File: src/sv/ttps_pkg.sv
// Shared types, codes and score helpers for the transposition table block.
package ttps_pkg;

   localparam int unsigned DEFAULT_TABLE_ENTRIES = 65536;

   localparam int unsigned KEY_W   = 64;
   localparam int unsigned PLY_W   = 6;
   localparam int unsigned DEPTH_W = 6;
   localparam int unsigned MOVE_W  = 25;
   localparam int unsigned SCORE_W = 16;
   localparam int unsigned BOUND_W = 2;
   localparam int unsigned COUNT_W = 32;
   localparam int unsigned THR_W   = 15;
   localparam int unsigned KIND_W  = 2;

   localparam int unsigned REQ_TDATA_W = 152;
   localparam int unsigned RSP_TDATA_W = 144;
   localparam int unsigned RSP_TUSER_W = 2;

   localparam logic [THR_W-1:0] MATE_THRESHOLD_RESET = 15'd29936;

   localparam int unsigned QUEUE_DEPTH = 2;
   localparam int unsigned QUEUE_PTR_W = 1;

   localparam logic [KIND_W-1:0] REQ_STORE = 2'd0;
   localparam logic [KIND_W-1:0] REQ_PROBE = 2'd1;
   localparam logic [KIND_W-1:0] REQ_CLEAR = 2'd2;

   localparam logic [BOUND_W-1:0] BOUND_UPPER = 2'd0;
   localparam logic [BOUND_W-1:0] BOUND_LOWER = 2'd1;
   localparam logic [BOUND_W-1:0] BOUND_EXACT = 2'd2;

   typedef struct packed {
      logic [KIND_W-1:0]         req_type;
      logic [KEY_W-1:0]          position_key;
      logic [PLY_W-1:0]          search_ply;
      logic [DEPTH_W-1:0]        req_depth;
      logic [MOVE_W-1:0]         entry_move;
      logic signed [SCORE_W-1:0] entry_score;
      logic [BOUND_W-1:0]        bound_kind;
      logic signed [SCORE_W-1:0] window_alpha;
      logic signed [SCORE_W-1:0] window_beta;
   } req_item_type;

   typedef struct packed {
      logic [KEY_W-1:0]          key;
      logic [BOUND_W-1:0]        bound;
      logic [DEPTH_W-1:0]        depth;
      logic signed [SCORE_W-1:0] score;
      logic [MOVE_W-1:0]         move;
   } slot_type;

   typedef struct packed {
      logic                      key_found;
      logic                      cutoff;
      logic [MOVE_W-1:0]         found_move;
      logic signed [SCORE_W-1:0] found_score;
      logic [COUNT_W-1:0]        hit_count;
      logic [COUNT_W-1:0]        new_write_count;
      logic [COUNT_W-1:0]        overwrite_count;
   } result_type;

   // Moves a mate score away from zero by the ply (away = 1) or back toward
   // zero (away = 0), saturating to the signed 16-bit range.
   function automatic logic signed [SCORE_W-1:0] mate_adjust(
      input logic signed [SCORE_W-1:0] score,
      input logic [THR_W-1:0]          thr,
      input logic [PLY_W-1:0]          ply,
      input logic                      away
   );
      logic signed [SCORE_W:0] wide;
      logic signed [SCORE_W:0] lim;
      logic signed [SCORE_W:0] delta;
      logic signed [SCORE_W:0] sum;
      logic signed [SCORE_W-1:0] res;
      wide  = $signed({score[SCORE_W-1], score});
      lim   = $signed({2'b00, thr});
      delta = $signed({{(SCORE_W+1-PLY_W){1'b0}}, ply});
      if (!away) begin
         delta = -delta;
      end
      if (wide > lim) begin
         sum = wide + delta;
      end else if (wide < -lim) begin
         sum = wide - delta;
      end else begin
         sum = wide;
      end
      if (sum > 17'sd32767) begin
         res = 16'sh7FFF;
      end else if (sum < -17'sd32768) begin
         res = 16'sh8000;
      end else begin
         res = sum[SCORE_W-1:0];
      end
      return res;
   endfunction

endpackage

File: src/sv/ttps_queue.sv
// Short item queue between the front and back parts.
module ttps_queue #(
   parameter int unsigned IDX_W = 16
) (
   input  logic                   clock,
   input  logic                   reset,
   input  logic                   push_valid,
   output logic                   push_ready,
   input  ttps_pkg::req_item_type push_item,
   input  logic [IDX_W-1:0]       push_index,
   output logic                   pop_valid,
   input  logic                   pop_ready,
   output ttps_pkg::req_item_type pop_item,
   output logic [IDX_W-1:0]       pop_index
);
   import ttps_pkg::*;

   req_item_type             items_ff [QUEUE_DEPTH];
   logic [IDX_W-1:0]         index_ff [QUEUE_DEPTH];
   logic [QUEUE_PTR_W-1:0]   wr_ptr_ff, wr_ptr_in;
   logic [QUEUE_PTR_W-1:0]   rd_ptr_ff, rd_ptr_in;
   logic [QUEUE_PTR_W:0]     count_ff, count_in;
   logic                     push_fire, pop_fire;

   assign push_ready = count_ff != (QUEUE_PTR_W + 1)'(QUEUE_DEPTH);
   assign pop_valid  = count_ff != '0;
   assign push_fire  = push_valid && push_ready;
   assign pop_fire   = pop_valid && pop_ready;
   assign pop_item   = items_ff[rd_ptr_ff];
   assign pop_index  = index_ff[rd_ptr_ff];

   always_comb begin
      wr_ptr_in = push_fire ? wr_ptr_ff + QUEUE_PTR_W'(1) : wr_ptr_ff;
      rd_ptr_in = pop_fire ? rd_ptr_ff + QUEUE_PTR_W'(1) : rd_ptr_ff;
      count_in  = count_ff;
      if (push_fire && !pop_fire) begin
         count_in = count_ff + (QUEUE_PTR_W + 1)'(1);
      end else if (pop_fire && !push_fire) begin
         count_in = count_ff - (QUEUE_PTR_W + 1)'(1);
      end
   end

   always_ff @(posedge clock) begin
      if (reset) begin
         wr_ptr_ff <= '0;
         rd_ptr_ff <= '0;
         count_ff  <= '0;
      end else begin
         wr_ptr_ff <= wr_ptr_in;
         rd_ptr_ff <= rd_ptr_in;
         count_ff  <= count_in;
      end
      if (push_fire) begin
         items_ff[wr_ptr_ff] <= push_item;
         index_ff[wr_ptr_ff] <= push_index;
      end
   end

endmodule

File: config.mk
export PLATFORM = sky130hd
export DESIGN_NAME = ttps_queue
export DESIGN_NICKNAME = d
export VERILOG_FILES = /design/src/sv/ttps_pkg.sv /design/src/sv/ttps_queue.sv
export SDC_FILE = /design/constraint.sdc
export NUM_CORES = 1
export LEC_CHECK = 0
export ABC_AREA = 1
export BUFFER_PORTS_ARGS = -buffer_cell sky130_fd_sc_hd__buf_4
export CORE_MARGIN = 2
export CORE_UTILIZATION = 47
export CTS_CLUSTER_DIAMETER = 120
export DETAILED_ROUTE_END_ITERATION = 8
export PLACE_DENSITY_LB_ADDON = 0.3
export SLEW_MARGIN = 20
export SYNTH_ARGS = -nofsm -noshare
export SYNTH_HDL_FRONTEND = slang
export SYNTH_SLANG_ARGS = --single-unit
export TNS_END_PERCENT = 50
File: constraint.sdc
create_clock -name clock -period 9.9 [get_ports clock]
set_clock_uncertainty 0.2 [all_clocks]
set_input_delay 1.98 -clock clock [delete_from_list [all_inputs] [get_ports clock]]
set_output_delay 1.98 -clock clock [all_outputs]
set_load 0.01 [all_outputs]
Yosys cells after proc, flatten, opt, wreduce, memory -nomap -nowiden
Memories as Yosys holds them, arrays and structs flattened. A register that Yosys moved wholly into a read port is not among the register bits.
Index checks and enable logic that the tools add are counted.
- register bits: 4
- memory bits (writable): 338
- output and inout bits: 171
- logic and storage cells: 26
- memories: 2
- memories (name ; depth ; bits a word ; read ports ; clocked after Yosys merged registers in ; write ports ; RTL line ; RTL):
    items_ff ; 2 ; 153 ; 1 ; 1 ; 1 ; ttps_queue.sv:18 ; req_item_type items_ff [QUEUE_DEPTH];
    index_ff ; 2 ; 16 ; 1 ; 1 ; 1 ; ttps_queue.sv:19 ; logic [IDX_W-1:0] index_ff [QUEUE_DEPTH];
- add/subtract/negate cells: 4
- equal/unequal tests: 1
- mux-type cells: 8
- reductions and logical operators: 8
- operators by type and width (cell ; count):
    $mux W1 ; 6
    $logic_and A1 B1 Y1 ; 4
    $mux W2 ; 2
    $reduce_bool A2 Y1 ; 2
    $add A1 B1 Y1 const B ; 2
    $add A2 B1 Y2 const B ; 1
    $logic_not A1 Y1 ; 2
    $ne A2 B2 Y1 const B ; 1
    $sub A2 B1 Y2 const B ; 1

Longest topological paths before layout
- depth after elaboration: 6
- depth in mapped cells: 11
- gate-level depth less buffers: 11

Least setup slack after synthesis
Ideal clock, no wire load.
- path kind: input to register
- start point: input port push_valid
- end point: memory index_ff[0][0] (enable)
- data arrival time: 9083 ps
- required time: 9000 ps
- slack: -83 ps
- stages: 2
- path buffers: 0
- cells stage by stage: nand2_1 nor2_1
- cells in the longest elaborated chain, start to end: 3
- RTL lines (element ; RTL line ; RTL):
    start: declaration ; ttps_queue.sv:7 ; input logic push_valid,
    $logic_and A1 B1 Y1 ; ttps_queue.sv:27 ; assign push_fire = push_valid && push_ready;
    $mux W1 ; ttps_queue.sv:53 ; if (push_fire) begin
    $mux W1 (not written as such) ; ttps_queue.sv:55 ; index_ff[wr_ptr_ff] <= push_index;
    end: declaration ; ttps_queue.sv:19 ;
Every way passes these cells.

==> summary.md <==
| Metric | Value |
|---|---|
| Layout cell share with drive strength beyond 1 | 59.1% |
| First-pass GRT wire length | 36,300 um |
| H-tree levels | 2 |
| Fmax | 203 MHz |
| Pwr dens | 250 nW/um^2 |
| FP Rows | 60 |
| Clock root buffer | clkbuf_16 |
| Number of I/O pins | 344 |
| Core Util, Final | 62.6% |
| DRT antenna net count | 0 |
| Max-slew headroom | 16.3% |
| Critical Path Source Type | flip-flop |
| Nets | 1,103 |
| Worst Path Arrival | 2740 ps |
| Post-synthesis cell count | 563 |
| Vias in the first global route | 6,636 |
| Synth Register Bits | 343 |
| Worst Hold Class | flip-flop to flip-flop |
| Post-synthesis sequential area ratio | 79.7% |
| Cell variety after synth | 14 |
| Worst setup EP type | output port |
| Largest net degree at the start of global routing | 136 |
| R2r setup slk | 6820 ps |
| Fin. max-slew vios | 0 |
| Critical Path RT | 7720 ps |
| CTS tree | yes |
| Clock Tree Buf Depth | 3 |
| Routed vias | 6,409 |
| Cts hold-fix bufs | 0 |
| Average cell area after synthesis | 22.8 um^2 |
| RSZ-0062 raised after global routing | false |
| Post-CTS setup buffers | 0 |
| Status | completed |
| Clock sink count | 343 |
| Post-Syn Area | 12,900 um^2 |
| Post-route DRC violation count | 0 |
| Die X | 169 um |
| Peak supply drop | 0.000186 V |
| Die H | 169 um |
| Max_cap viols | 0 |
| Setup CP Type | flip-flop to output port |
| CTS buffer count | 35 |
| DR WL/cell | 19.1 um |
| DP Wirelength | 16,300 um |
| Grt ovf | 0 |
| DRT iter0 DRCs | 392 |
| Tmin final | 4920 ps |
| Area growth syn-to-layout | 30.9% |
| Hold WS | 311 ps |
| Most common cell after layout, fill and taps aside | buf_4 |
| Syn. warnings | 0 |
| Clk Latency, worst-skew pair | 490 ps |
| Post-cts resize count | 0 |
| Drt total wl | 24,700 um |
| Most frequent cells in the layout | buf_4, edfxtp_1, mux2_4, mux2_2, clkbuf_16 |
| Worst-margin pin slew | 1260 ps |
| Clk slew on worst S/H paths | 60 ps |
| CP max FO | 135 |
| CORE AREA | 26,900 um^2 |
| Post-synthesis net count | 737 |
| Initial antenna violation count | 2 |
| Initial Utilization | 47.8% |
| I/O Buffers | 343 |
| Final Hold Fails | 0 |
| Period Utilization, post-route | 49.7% |
| Pre-Repair DR Iteration Count | 4 |
| Global Route Usage Sum | 16.5% |
| Via-to-Cell Ratio | 4.95 |
| Die ar. | 28,700 um^2 |
| LEAKAGE | 0.00646 uW |
| RePlAce Congestion | 0.728 |
| Final setup viols | 0 |
[logic make-up after synthesis]
logic type	after synthesis	synth area share, %
muxes	169	17.8
adders and majority gates	1	0.0973
AOI/OAI and AO/OA	4	0.156
buffers and inverters	27	1.65
DFF	343	79.7
and+or+nand+nor	19	0.594
[worst max-delay path: stages (launching register included)]
cell and delay, ps:
dfxtp_4 680, buf_12 560, mux2_2 430, buf_4 150
[per-stage QoR]
step / std cells / instance area, um^2 / setup WS, ps / total power [uW] / setup TNS (ps)
2_1_floorplan: 563 / 12900 / -83.3 / 2590 / -28150
5_1_grt: 1296 / 16800 / 4950 / 4360 / 0
4_1_cts: 1294 / 16800 / 5050 / 4240 / 0
3_3_place_gp: 1233 / 15700 / 5240 / 2990 / 0
3_5_place_dp: 1233 / 15700 / 5240 / 3010 / 0
6_report: 1296 / 16800 / 4980 / 4200 / 0
[cells in the mapped netlist, drive strengths merged]
cell / n / area (um^2)
o21ai: 2 / 10.0
mux2: 169 / 2280
nor2: 7 / 26.3
nand4: 1 / 6.26
nand3: 2 / 10.0
nand2: 9 / 33.8
ha: 1 / 12.5
a21oi: 2 / 10.0
edfxtp: 338 / 10100
dfxtp: 5 / 100
inv: 8 / 30.0
buf: 19 / 183
[routing by layer]
| layer | wire [um] | share of wire (%) | vias to the layer above | GRT usage [%] |
|---|---|---|---|---|
| met1 | 9610 | 39 | 3135 | 19.7 |
| met5 | 0 | 0 | - | 0 |
| met3 | 2610 | 11 | 43 | 6.79 |
| met2 | 11800 | 48 | 272 | 27.4 |
| met4 | 666 | 2.7 | 0 | 5.46 |
| li1 | - | - | 2959 | - |
[registers in the layout, summed over array words and instances (netlist names), named ones only]
name	flops
items_ff	306
index_ff	32
count_ff	2
rd_ptr_ff	1
wr_ptr_ff	1
[power by group]
part           leakage (uW)  switching [uW]  total, uW  internal, uW
Combinational       0.00275             496       1070           575
Clock              0.000523             494       1230           732
Sequential          0.00319            60.5       1900          1840
Total               0.00646            1050       4200          3150
[layout make-up]
type                            count  area [um^2]
Fill cell                        1907        10100
Clock buffer                       53         1020
Multi-Input combinational cell    193         2410
Timing Repair Buffer              348         2630
Sequential cell                   343        10300
Clock inverter                      8         58.8
Tap cell                          341          427
Inverter                            8         30.0
Antenna cell                        2         5.00
[final timing paths]
| check | to | depth (start not counted) | startpoint |
|---|---|---|---|
| max | pop_item[133] | 3 | flip-flop |
| min | rd_ptr_ff | 2 | rd_ptr_ff |
| min reg2reg | rd_ptr_ff | 2 | rd_ptr_ff |
| max reg2reg | items_ff[0][74] | 5 | count_ff[0] |
No activity file was read; power rests on OpenSTA's default activity.
