$ cat config.mk
export PLATFORM = sky130hd
export DESIGN_NAME = ttps_front
export DESIGN_NICKNAME = d
export VERILOG_FILES = /design/src/sv/ttps_pkg.sv /design/src/sv/ttps_front.sv
export SDC_FILE = /design/constraint.sdc
export NUM_CORES = 1
export LEC_CHECK = 0
export ABC_CLOCK_PERIOD_IN_PS = 4600
export BUFFER_PORTS_ARGS = -buffer_cell sky130_fd_sc_hd__buf_2
export CAP_MARGIN = 20
export CORE_AREA = 2 2 135 137
export DETAILED_ROUTE_END_ITERATION = 8
export DIE_AREA = 0 0 137 139
export PLACE_DENSITY_LB_ADDON = 0.25
export SLEW_MARGIN = 20
export SYNTH_ARGS = -nofsm -noshare
export SYNTH_HDL_FRONTEND = slang
export SYNTH_SLANG_ARGS = --single-unit
$ cat constraint.sdc
create_clock -name clock -period 4.6 [get_ports clock]
set_input_delay 0.46 -clock clock [delete_from_list [all_inputs] [get_ports clock]]
set_output_delay 0.46 -clock clock [all_outputs]
set_load 0.02 [all_outputs]
$ cat src/sv/ttps_pkg.sv
// Shared types, codes and score helpers for the transposition table block.
package ttps_pkg;

   localparam int unsigned DEFAULT_TABLE_ENTRIES = 65536;

   localparam int unsigned KEY_W   = 64;
   localparam int unsigned PLY_W   = 6;
   localparam int unsigned DEPTH_W = 6;
   localparam int unsigned MOVE_W  = 25;
   localparam int unsigned SCORE_W = 16;
   localparam int unsigned BOUND_W = 2;
   localparam int unsigned COUNT_W = 32;
   localparam int unsigned THR_W   = 15;
   localparam int unsigned KIND_W  = 2;

   localparam int unsigned REQ_TDATA_W = 152;
   localparam int unsigned RSP_TDATA_W = 144;
   localparam int unsigned RSP_TUSER_W = 2;

   localparam logic [THR_W-1:0] MATE_THRESHOLD_RESET = 15'd29936;

   localparam int unsigned QUEUE_DEPTH = 2;
   localparam int unsigned QUEUE_PTR_W = 1;

   localparam logic [KIND_W-1:0] REQ_STORE = 2'd0;
   localparam logic [KIND_W-1:0] REQ_PROBE = 2'd1;
   localparam logic [KIND_W-1:0] REQ_CLEAR = 2'd2;

   localparam logic [BOUND_W-1:0] BOUND_UPPER = 2'd0;
   localparam logic [BOUND_W-1:0] BOUND_LOWER = 2'd1;
   localparam logic [BOUND_W-1:0] BOUND_EXACT = 2'd2;

   typedef struct packed {
      logic [KIND_W-1:0]         req_type;
      logic [KEY_W-1:0]          position_key;
      logic [PLY_W-1:0]          search_ply;
      logic [DEPTH_W-1:0]        req_depth;
      logic [MOVE_W-1:0]         entry_move;
      logic signed [SCORE_W-1:0] entry_score;
      logic [BOUND_W-1:0]        bound_kind;
      logic signed [SCORE_W-1:0] window_alpha;
      logic signed [SCORE_W-1:0] window_beta;
   } req_item_type;

   typedef struct packed {
      logic [KEY_W-1:0]          key;
      logic [BOUND_W-1:0]        bound;
      logic [DEPTH_W-1:0]        depth;
      logic signed [SCORE_W-1:0] score;
      logic [MOVE_W-1:0]         move;
   } slot_type;

   typedef struct packed {
      logic                      key_found;
      logic                      cutoff;
      logic [MOVE_W-1:0]         found_move;
      logic signed [SCORE_W-1:0] found_score;
      logic [COUNT_W-1:0]        hit_count;
      logic [COUNT_W-1:0]        new_write_count;
      logic [COUNT_W-1:0]        overwrite_count;
   } result_type;

   // Moves a mate score away from zero by the ply (away = 1) or back toward
   // zero (away = 0), saturating to the signed 16-bit range.
   function automatic logic signed [SCORE_W-1:0] mate_adjust(
      input logic signed [SCORE_W-1:0] score,
      input logic [THR_W-1:0]          thr,
      input logic [PLY_W-1:0]          ply,
      input logic                      away
   );
      logic signed [SCORE_W:0] wide;
      logic signed [SCORE_W:0] lim;
      logic signed [SCORE_W:0] delta;
      logic signed [SCORE_W:0] sum;
      logic signed [SCORE_W-1:0] res;
      wide  = $signed({score[SCORE_W-1], score});
      lim   = $signed({2'b00, thr});
      delta = $signed({{(SCORE_W+1-PLY_W){1'b0}}, ply});
      if (!away) begin
         delta = -delta;
      end
      if (wide > lim) begin
         sum = wide + delta;
      end else if (wide < -lim) begin
         sum = wide - delta;
      end else begin
         sum = wide;
      end
      if (sum > 17'sd32767) begin
         res = 16'sh7FFF;
      end else if (sum < -17'sd32768) begin
         res = 16'sh8000;
      end else begin
         res = sum[SCORE_W-1:0];
      end
      return res;
   endfunction

endpackage

$ cat src/sv/ttps_front.sv
// Front part: accepts items, applies the store mate shift and forms the slot index.
module ttps_front #(
   parameter int unsigned TABLE_ENTRIES = ttps_pkg::DEFAULT_TABLE_ENTRIES
) (
   input  logic                                       clock,
   input  logic                                       reset,
   input  logic                                       req_tvalid,
   output logic                                       req_tready,
   input  ttps_pkg::req_item_type                     req_item,
   input  logic [ttps_pkg::THR_W-1:0]                 mate_threshold,
   input  logic                                       init_busy,
   output logic                                       push_valid,
   input  logic                                       push_ready,
   output ttps_pkg::req_item_type                     push_item,
   output logic [$clog2(TABLE_ENTRIES)-1:0]           push_index
);
   import ttps_pkg::*;

   localparam int unsigned IDX_W = $clog2(TABLE_ENTRIES);
   localparam bit POW2 = (TABLE_ENTRIES & (TABLE_ENTRIES - 1)) == 0;

   req_item_type     item_ff, item_in;
   logic             valid_ff, valid_in;
   logic             idx_done;
   logic [IDX_W-1:0] idx_value;
   logic             accept;

   assign accept     = req_tvalid && req_tready;
   assign push_valid = valid_ff && idx_done;
   assign req_tready = !init_busy && (!valid_ff || (idx_done && push_ready));
   assign push_item  = item_ff;
   assign push_index = idx_value;

   always_comb begin
      item_in  = item_ff;
      valid_in = valid_ff;
      if (push_valid && push_ready) begin
         valid_in = 1'b0;
      end
      if (accept) begin
         valid_in = 1'b1;
         item_in  = req_item;
         if (req_item.req_type == REQ_STORE) begin
            item_in.entry_score = mate_adjust(req_item.entry_score, mate_threshold,
                                              req_item.search_ply, 1'b1);
         end
      end
   end

   always_ff @(posedge clock) begin
      if (reset) begin
         valid_ff <= 1'b0;
      end else begin
         valid_ff <= valid_in;
      end
      item_ff <= item_in;
   end

   if (POW2) begin : g_pow2
      assign idx_done  = 1'b1;
      assign idx_value = item_ff.position_key[IDX_W-1:0];
   end else begin : g_serial
      // The key is reduced modulo the table size a byte per cycle, most
      // significant byte first, one conditional subtract per key bit.
      localparam logic [IDX_W:0] MODULUS = (IDX_W + 1)'(TABLE_ENTRIES);

      logic [2:0]       step_ff, step_in;
      logic             run_ff, run_in;
      logic [IDX_W-1:0] residue_ff, residue_in;
      logic [7:0][7:0]  key_bytes;
      logic [7:0]       cur_byte;

      assign key_bytes = item_ff.position_key;
      assign cur_byte  = key_bytes[~step_ff];
      assign idx_done  = !run_ff;
      assign idx_value = residue_ff;

      always_comb begin
         logic [IDX_W:0]   t;
         logic [IDX_W-1:0] r;
         r = residue_ff;
         for (int i = 0; i < 8; i++) begin
            t = {r, cur_byte[3'(7 - i)]};
            if (t >= MODULUS) begin
               t = t - MODULUS;
            end
            r = t[IDX_W-1:0];
         end
         step_in    = step_ff;
         run_in     = run_ff;
         residue_in = residue_ff;
         if (run_ff) begin
            residue_in = r;
            step_in    = step_ff + 3'd1;
            if (step_ff == 3'd7) begin
               run_in = 1'b0;
            end
         end
         if (accept) begin
            residue_in = '0;
            step_in    = '0;
            run_in     = 1'b1;
         end
      end

      always_ff @(posedge clock) begin
         if (reset) begin
            run_ff  <= 1'b0;
            step_ff <= '0;
         end else begin
            run_ff  <= run_in;
            step_ff <= step_in;
         end
         residue_ff <= residue_in;
      end
   end

endmodule

### After elaboration in Yosys (flattened, before gate mapping)

Index checks and enable logic that the tools add are counted.

| operators by class | value |
|---|---|
| add/subtract/negate cells | 3 |
| magnitude comparators | 4 |
| muxes and demuxes | 9 |
| reduce and logical (&&, ||, !) cells | 8 |

Operators with widths:

| kind | number |
|---|---|
| 17-bit two-way mux | 4 |
| 16-bit two-way mux | 3 |
| 16-bit by 7-bit adder with 17-bit output | 1 |
| 17-bit by 16-bit greater-than comparator with 1-bit output, second input constant | 1 |
| 16-bit by 17-bit < comparator with 1-bit output | 1 |
| 17-bit by 16-bit < comparator with 1-bit output, second input constant | 1 |
| 15-bit negator with 17-bit output | 1 |
| 16-bit by 7-bit subtractor with 17-bit output | 1 |
| 16-bit greater-than comparator | 1 |
| 1-bit logical AND | 3 |
| 1-bit zero test | 2 |
| 2-bit zero test | 1 |
| 1-bit two-way mux | 2 |
| 2-bit nonzero test | 1 |
| 1-bit logical OR | 1 |

| storage, ports and cells | value |
|---|---|
| register bits | 154 |
| input bits | 173 |
| output and inout bits | 171 |
| logic and storage cells | 34 |

### Depth between registers and ports, before layout

| logic depth | value |
|---|---|
| depth after elaboration | 10 |
| depth in mapped cells | 18 |
| gate-level depth less buffers | 17 |

### Worst setup path after synthesis

No wires, ideal clock.

| timing path | value |
|---|---|
| kind | input-to-reg |
| start | input port push_ready |
| end | register item_ff (netlist bit push_index[0]) (enable) |
| library setup time | 505 ps |
| arrival time | 4032 ps |
| required time | 4095 ps |
| slack | 63 ps |
| cell stages on the path | 4 |
| path buffers | 0 |
| cell sequence | nand2b_1 > nor2b_1 > nand2_1 > inv_1 |

| on the way | value |
|---|---|
| longest elaborated chain between the ends | 3 |

Ends and longest elaborated chain:

| item | RTL line | source |
|---|---|---|
| start: declaration | ttps_front.sv:13 | `input logic push_ready,` |
| 1-bit logical OR | ttps_front.sv:30 | `assign req_tready = !init_busy && (!valid_ff \|\| (idx_done && push_ready));` |
| 1-bit logical AND | ttps_front.sv:30 |  |
| via req_tready | ttps_front.sv:8 | `output logic req_tready,` |
| 1-bit logical AND | ttps_front.sv:28 | `assign accept = req_tvalid && req_tready;` |
| via accept | ttps_front.sv:26 | `logic accept;` |
| end signal: assignment | ttps_front.sv:56 | `item_ff <= item_in;` |
| end: declaration | ttps_front.sv:22 | `req_item_type item_ff, item_in;` |

The timed path passes the listed nets, and every way through them passes these cells.
A chain may end at the register's enable or synchronous reset.

### Worst setup path after layout

| timing path | value |
|---|---|
| start | input port mate_threshold[2] (netlist bit) |
| end | register item_ff (netlist bit push_item[47]) (data pin) |

| on the way | value |
|---|---|
| longest elaborated chain between the ends | 10 |
| elaborated cells on any way between the ends | 12 |
| classes of those cells | 1 x add/sub; 4 x order compare; 7 x mux |

Ends and longest elaborated chain:

| item | RTL line | source |
|---|---|---|
| start: declaration | ttps_front.sv:10 | `input logic [ttps_pkg::THR_W-1:0] mate_threshold,` |
| 15-bit negator with 17-bit output | ttps_pkg.sv:84 | `end else if (wide < -lim) begin` |
| 16-bit by 17-bit < comparator with 1-bit output | ttps_pkg.sv:84 |  |
| 17-bit two-way mux | ttps_pkg.sv:84 |  |
| 17-bit two-way mux * | ttps_pkg.sv:82 | `if (wide > lim) begin` |
| 17-bit two-way mux * | ttps_front.sv:43 | `if (req_item.req_type == REQ_STORE) begin` |
| 17-bit two-way mux * | ttps_front.sv:40 | `if (accept) begin` |
| 17-bit by 16-bit < comparator with 1-bit output | ttps_pkg.sv:91 | `end else if (sum < -17'sd32768) begin` |
| 16-bit two-way mux | ttps_pkg.sv:91 |  |
| 16-bit two-way mux * | ttps_pkg.sv:89 | `if (sum > 17'sd32767) begin` |
| 16-bit two-way mux * | ttps_front.sv:43 |  |

Every way passes the cells marked *; elsewhere a longest branch is shown, timed or not. The select of a mux whose other input is x is not followed.

==> impl_results.md <==
* Setup Skew at 0.00802 ns
* Setup TNS at 0 ns
* Setup repair bufs after CTS at 0
* Ranking of synthesized cells by area: edfxtp_1 (65%), ha_1 (7.8%), inv_1 (2.3%)
* Cell Pwr Density at 360 nW/um^2
* Met2 usage at 36.9%
* Post-synthesis cell count at 498
* Hold WS at 0.188 ns
* Slew @ Worst Pin at 0.805 ns
* Buffers on Ports at 343
* GRT Max-Usage Layer: met2
* Layout net count at 1,062
* Mapped Area at 7020 sq um
* Min-Delay Path Class: primary input to flip-flop
* GP Congestion at 0.898
* Peak Freq at 0.246 GHz
* Critical path data required time at 4.74 ns
* Async SR Flop Fraction at 0%
* GR Util met1 at 23.3%
* CP max FO at 9
* Pin count of the biggest net entering global routing at 90
* Synth unique cells at 59
* Most common cell after layout, fill and taps aside: buf_2
* Ys Warns at 0
* Vias per Instance at 4.96
* Total track usage at 21.1%
* # DRC at 0
* FF+latch count, synth at 154
* CTS H-tree depth at 4
* CP endpoint kind: flip-flop
* Total congestion overflow at 0
* Dpl hpwl at 16.5 mm
* EDFF count, synth at 153
* Relative slew margins at 46.4%
* Post-synth top flop: edfxtp_1
* Final setup viols at 0
* Area grow syn2layout at 35.1%
* Root Buffer Master: clkbuf_16
* Status: complete, no violations
* Chip height at 139 um
* Crit path DAT at 4.21 ns
* Leakage power at 4.08 nW
* Mapped Nets at 717
* Met3 global-route usage at 7.86%
* Total CTS buffers at 17
* Starting density of the core at 39.8%
* Die width at 137 um
* WL final at 20.4 mm
* Cells on worst reg2reg path at 5
* Clk buf depth at 2
* Max Cap Viol at 0
* Core Region at 17,700 sq um
* Worst R2R Setup Slack at 2.41 ns
* Sequential share of the synthesized area at 65.7%
* Initial antenna violation count at 3
* Most frequent cells in the layout: buf_2 (343), edfxtp_1 (153), ha_1 (44)
* Crit start category: primary input
* Clock sink count at 154
* CTS tree: yes
* Max-slew violations at 0
* Max VDD drop at 243 uV
* Vias at 5,400
* Fraction of layout cells with a size suffix above 1 at 46.0%
* Min Tclk post-route at 4.06 ns
* First-pass GRT wire length at 29.5 mm
* Vias in the first global route at 5,143
* Share of the synthesized area in the top cell type at 65.4%
* Top Ports at 344
* Filler Cells Inserted at 1,574
* Initial DRC Count at 373
* Critical path class: primary input to flip-flop
* Hold Path Depth at 2
* Antenna-violating nets left at 0
* DR pass1 iterations at 5
* RSZ-0062 raised after global routing: no
* Wire per inst at 18.7 um
* FP Rows at 49
* Cell taking the most area after synthesis: edfxtp_1
* CTS resizes at 0
* Avg Cell Area, Syn at 14.1 sq um
* Clock-pin slew on the worst setup and hold paths at 0.06 ns
* Final core utilization at 53.7%
* Clock Latency Late Sink at 0.42 ns
* Hold buffer count at cts at 0
* Die Area at 19,000 sq um
* Fin. Hold Viols at 0
* Crit share post-route at 88.4%
stage by stage:
stage | setup WS [ns] | area [sq um] | power [mW] | std cells
after global placement | 0.241 | 8910 | 2.14 | 1052
after CTS | 0.518 | 9480 | 3.45 | 1085
after detailed placement | 0.0874 | 8920 | 2.14 | 1053
after floorplan | 0.0631 | 7020 | 1.95 | 498
after global routing | 0.197 | 9490 | 3.55 | 1088
final | 0.536 | 9490 | 3.41 | 1088
final timing paths:
| kind | to | startpoint |
|---|---|---|
| setup / recovery | push_item[47]$_DFFE_PP_ | mate_threshold[2] |
| hold / removal | push_valid$_SDFFE_PP0P_ | reset |
| setup reg to reg | push_item[127]$_DFFE_PP_ | push_valid$_SDFFE_PP0P_ |
| hold reg to reg | push_valid$_SDFFE_PP0P_ | push_valid$_SDFFE_PP0P_ |
worst max-delay path: stages:
cell and delay, ns:
buf_2 0.12, inv_1 0.09, nand4_1 0.16, nor3_1 0.26, nand4_1 0.19, nor3_1 0.27
nand3_1 0.17, xnor2_1 0.16, ha_1 0.28, nand4_1 0.10, or3_4 0.42, a2111oi_4 0.36
nor4_2 0.14, nor2_1 0.34, o32ai_4 0.22, nor2_1 0.34, a21boi_0 0.14
routing by layer:
| metal | vias up | wire length [um] |
|---|---|---|
| li1 | 2592 | - |
| met1 | 2559 | 7410 |
| met3 | 24 | 1780 |
| met2 | 225 | 10900 |
| met5 | - | 0 |
| met4 | 0 | 334 |
report_power, final:
| part | internal, mW | leakage, nW | total [mW] | switching (mW) |
|---|---|---|---|---|
| clock | 0.712 | 0.273 | 1.30 | 0.589 |
| combinational | 0.178 | 2.36 | 0.478 | 0.300 |
| sequential | 1.62 | 1.44 | 1.63 | 0.0146 |
Yosys cell counts, types with 4 or more instances:
master	number
or2_2	5
nor3_1	13
o211ai_1	9
nand2_1	23
inv_1	43
mux2i_1	5
nand4_1	13
nor2b_1	5
nand3_1	10
a221oi_1	4
ha_1	44
nor2_1	25
a21oi_1	29
edfxtp_1	153
o21ai_0	15
a211oi_1	4
buf_4	16
a21o_1	5
o21a_1	4
xnor2_1	11
layout make-up:
class                   instances  area, sq um  area share, %
inverters                      43          166           1.75
multi-input cells             280         2110           22.2
repair buffers                347         1750           18.4
well taps                     229          287           3.02
flip-flops and latches        154         4610           48.6
diodes                          3         7.51         0.0791
clock buffers                  18          429           4.52
clock inverters                14          130           1.37
registers in the layout (all words and copies together) (netlist names):
name / cells
push_index: 16
push_valid: 1
push_item: 137
logic make-up after synthesis:
family | synth area share [%]
DFF | 65.7
and+or+nand+nor | 9.16
AOI/OAI and AO/OA | 10.1
buffers and inverters | 4.29
adders and majority gates | 8.41
xor gates and xnor gates | 1.50
muxes | 0.873
(Power assumes the default switching activity.)
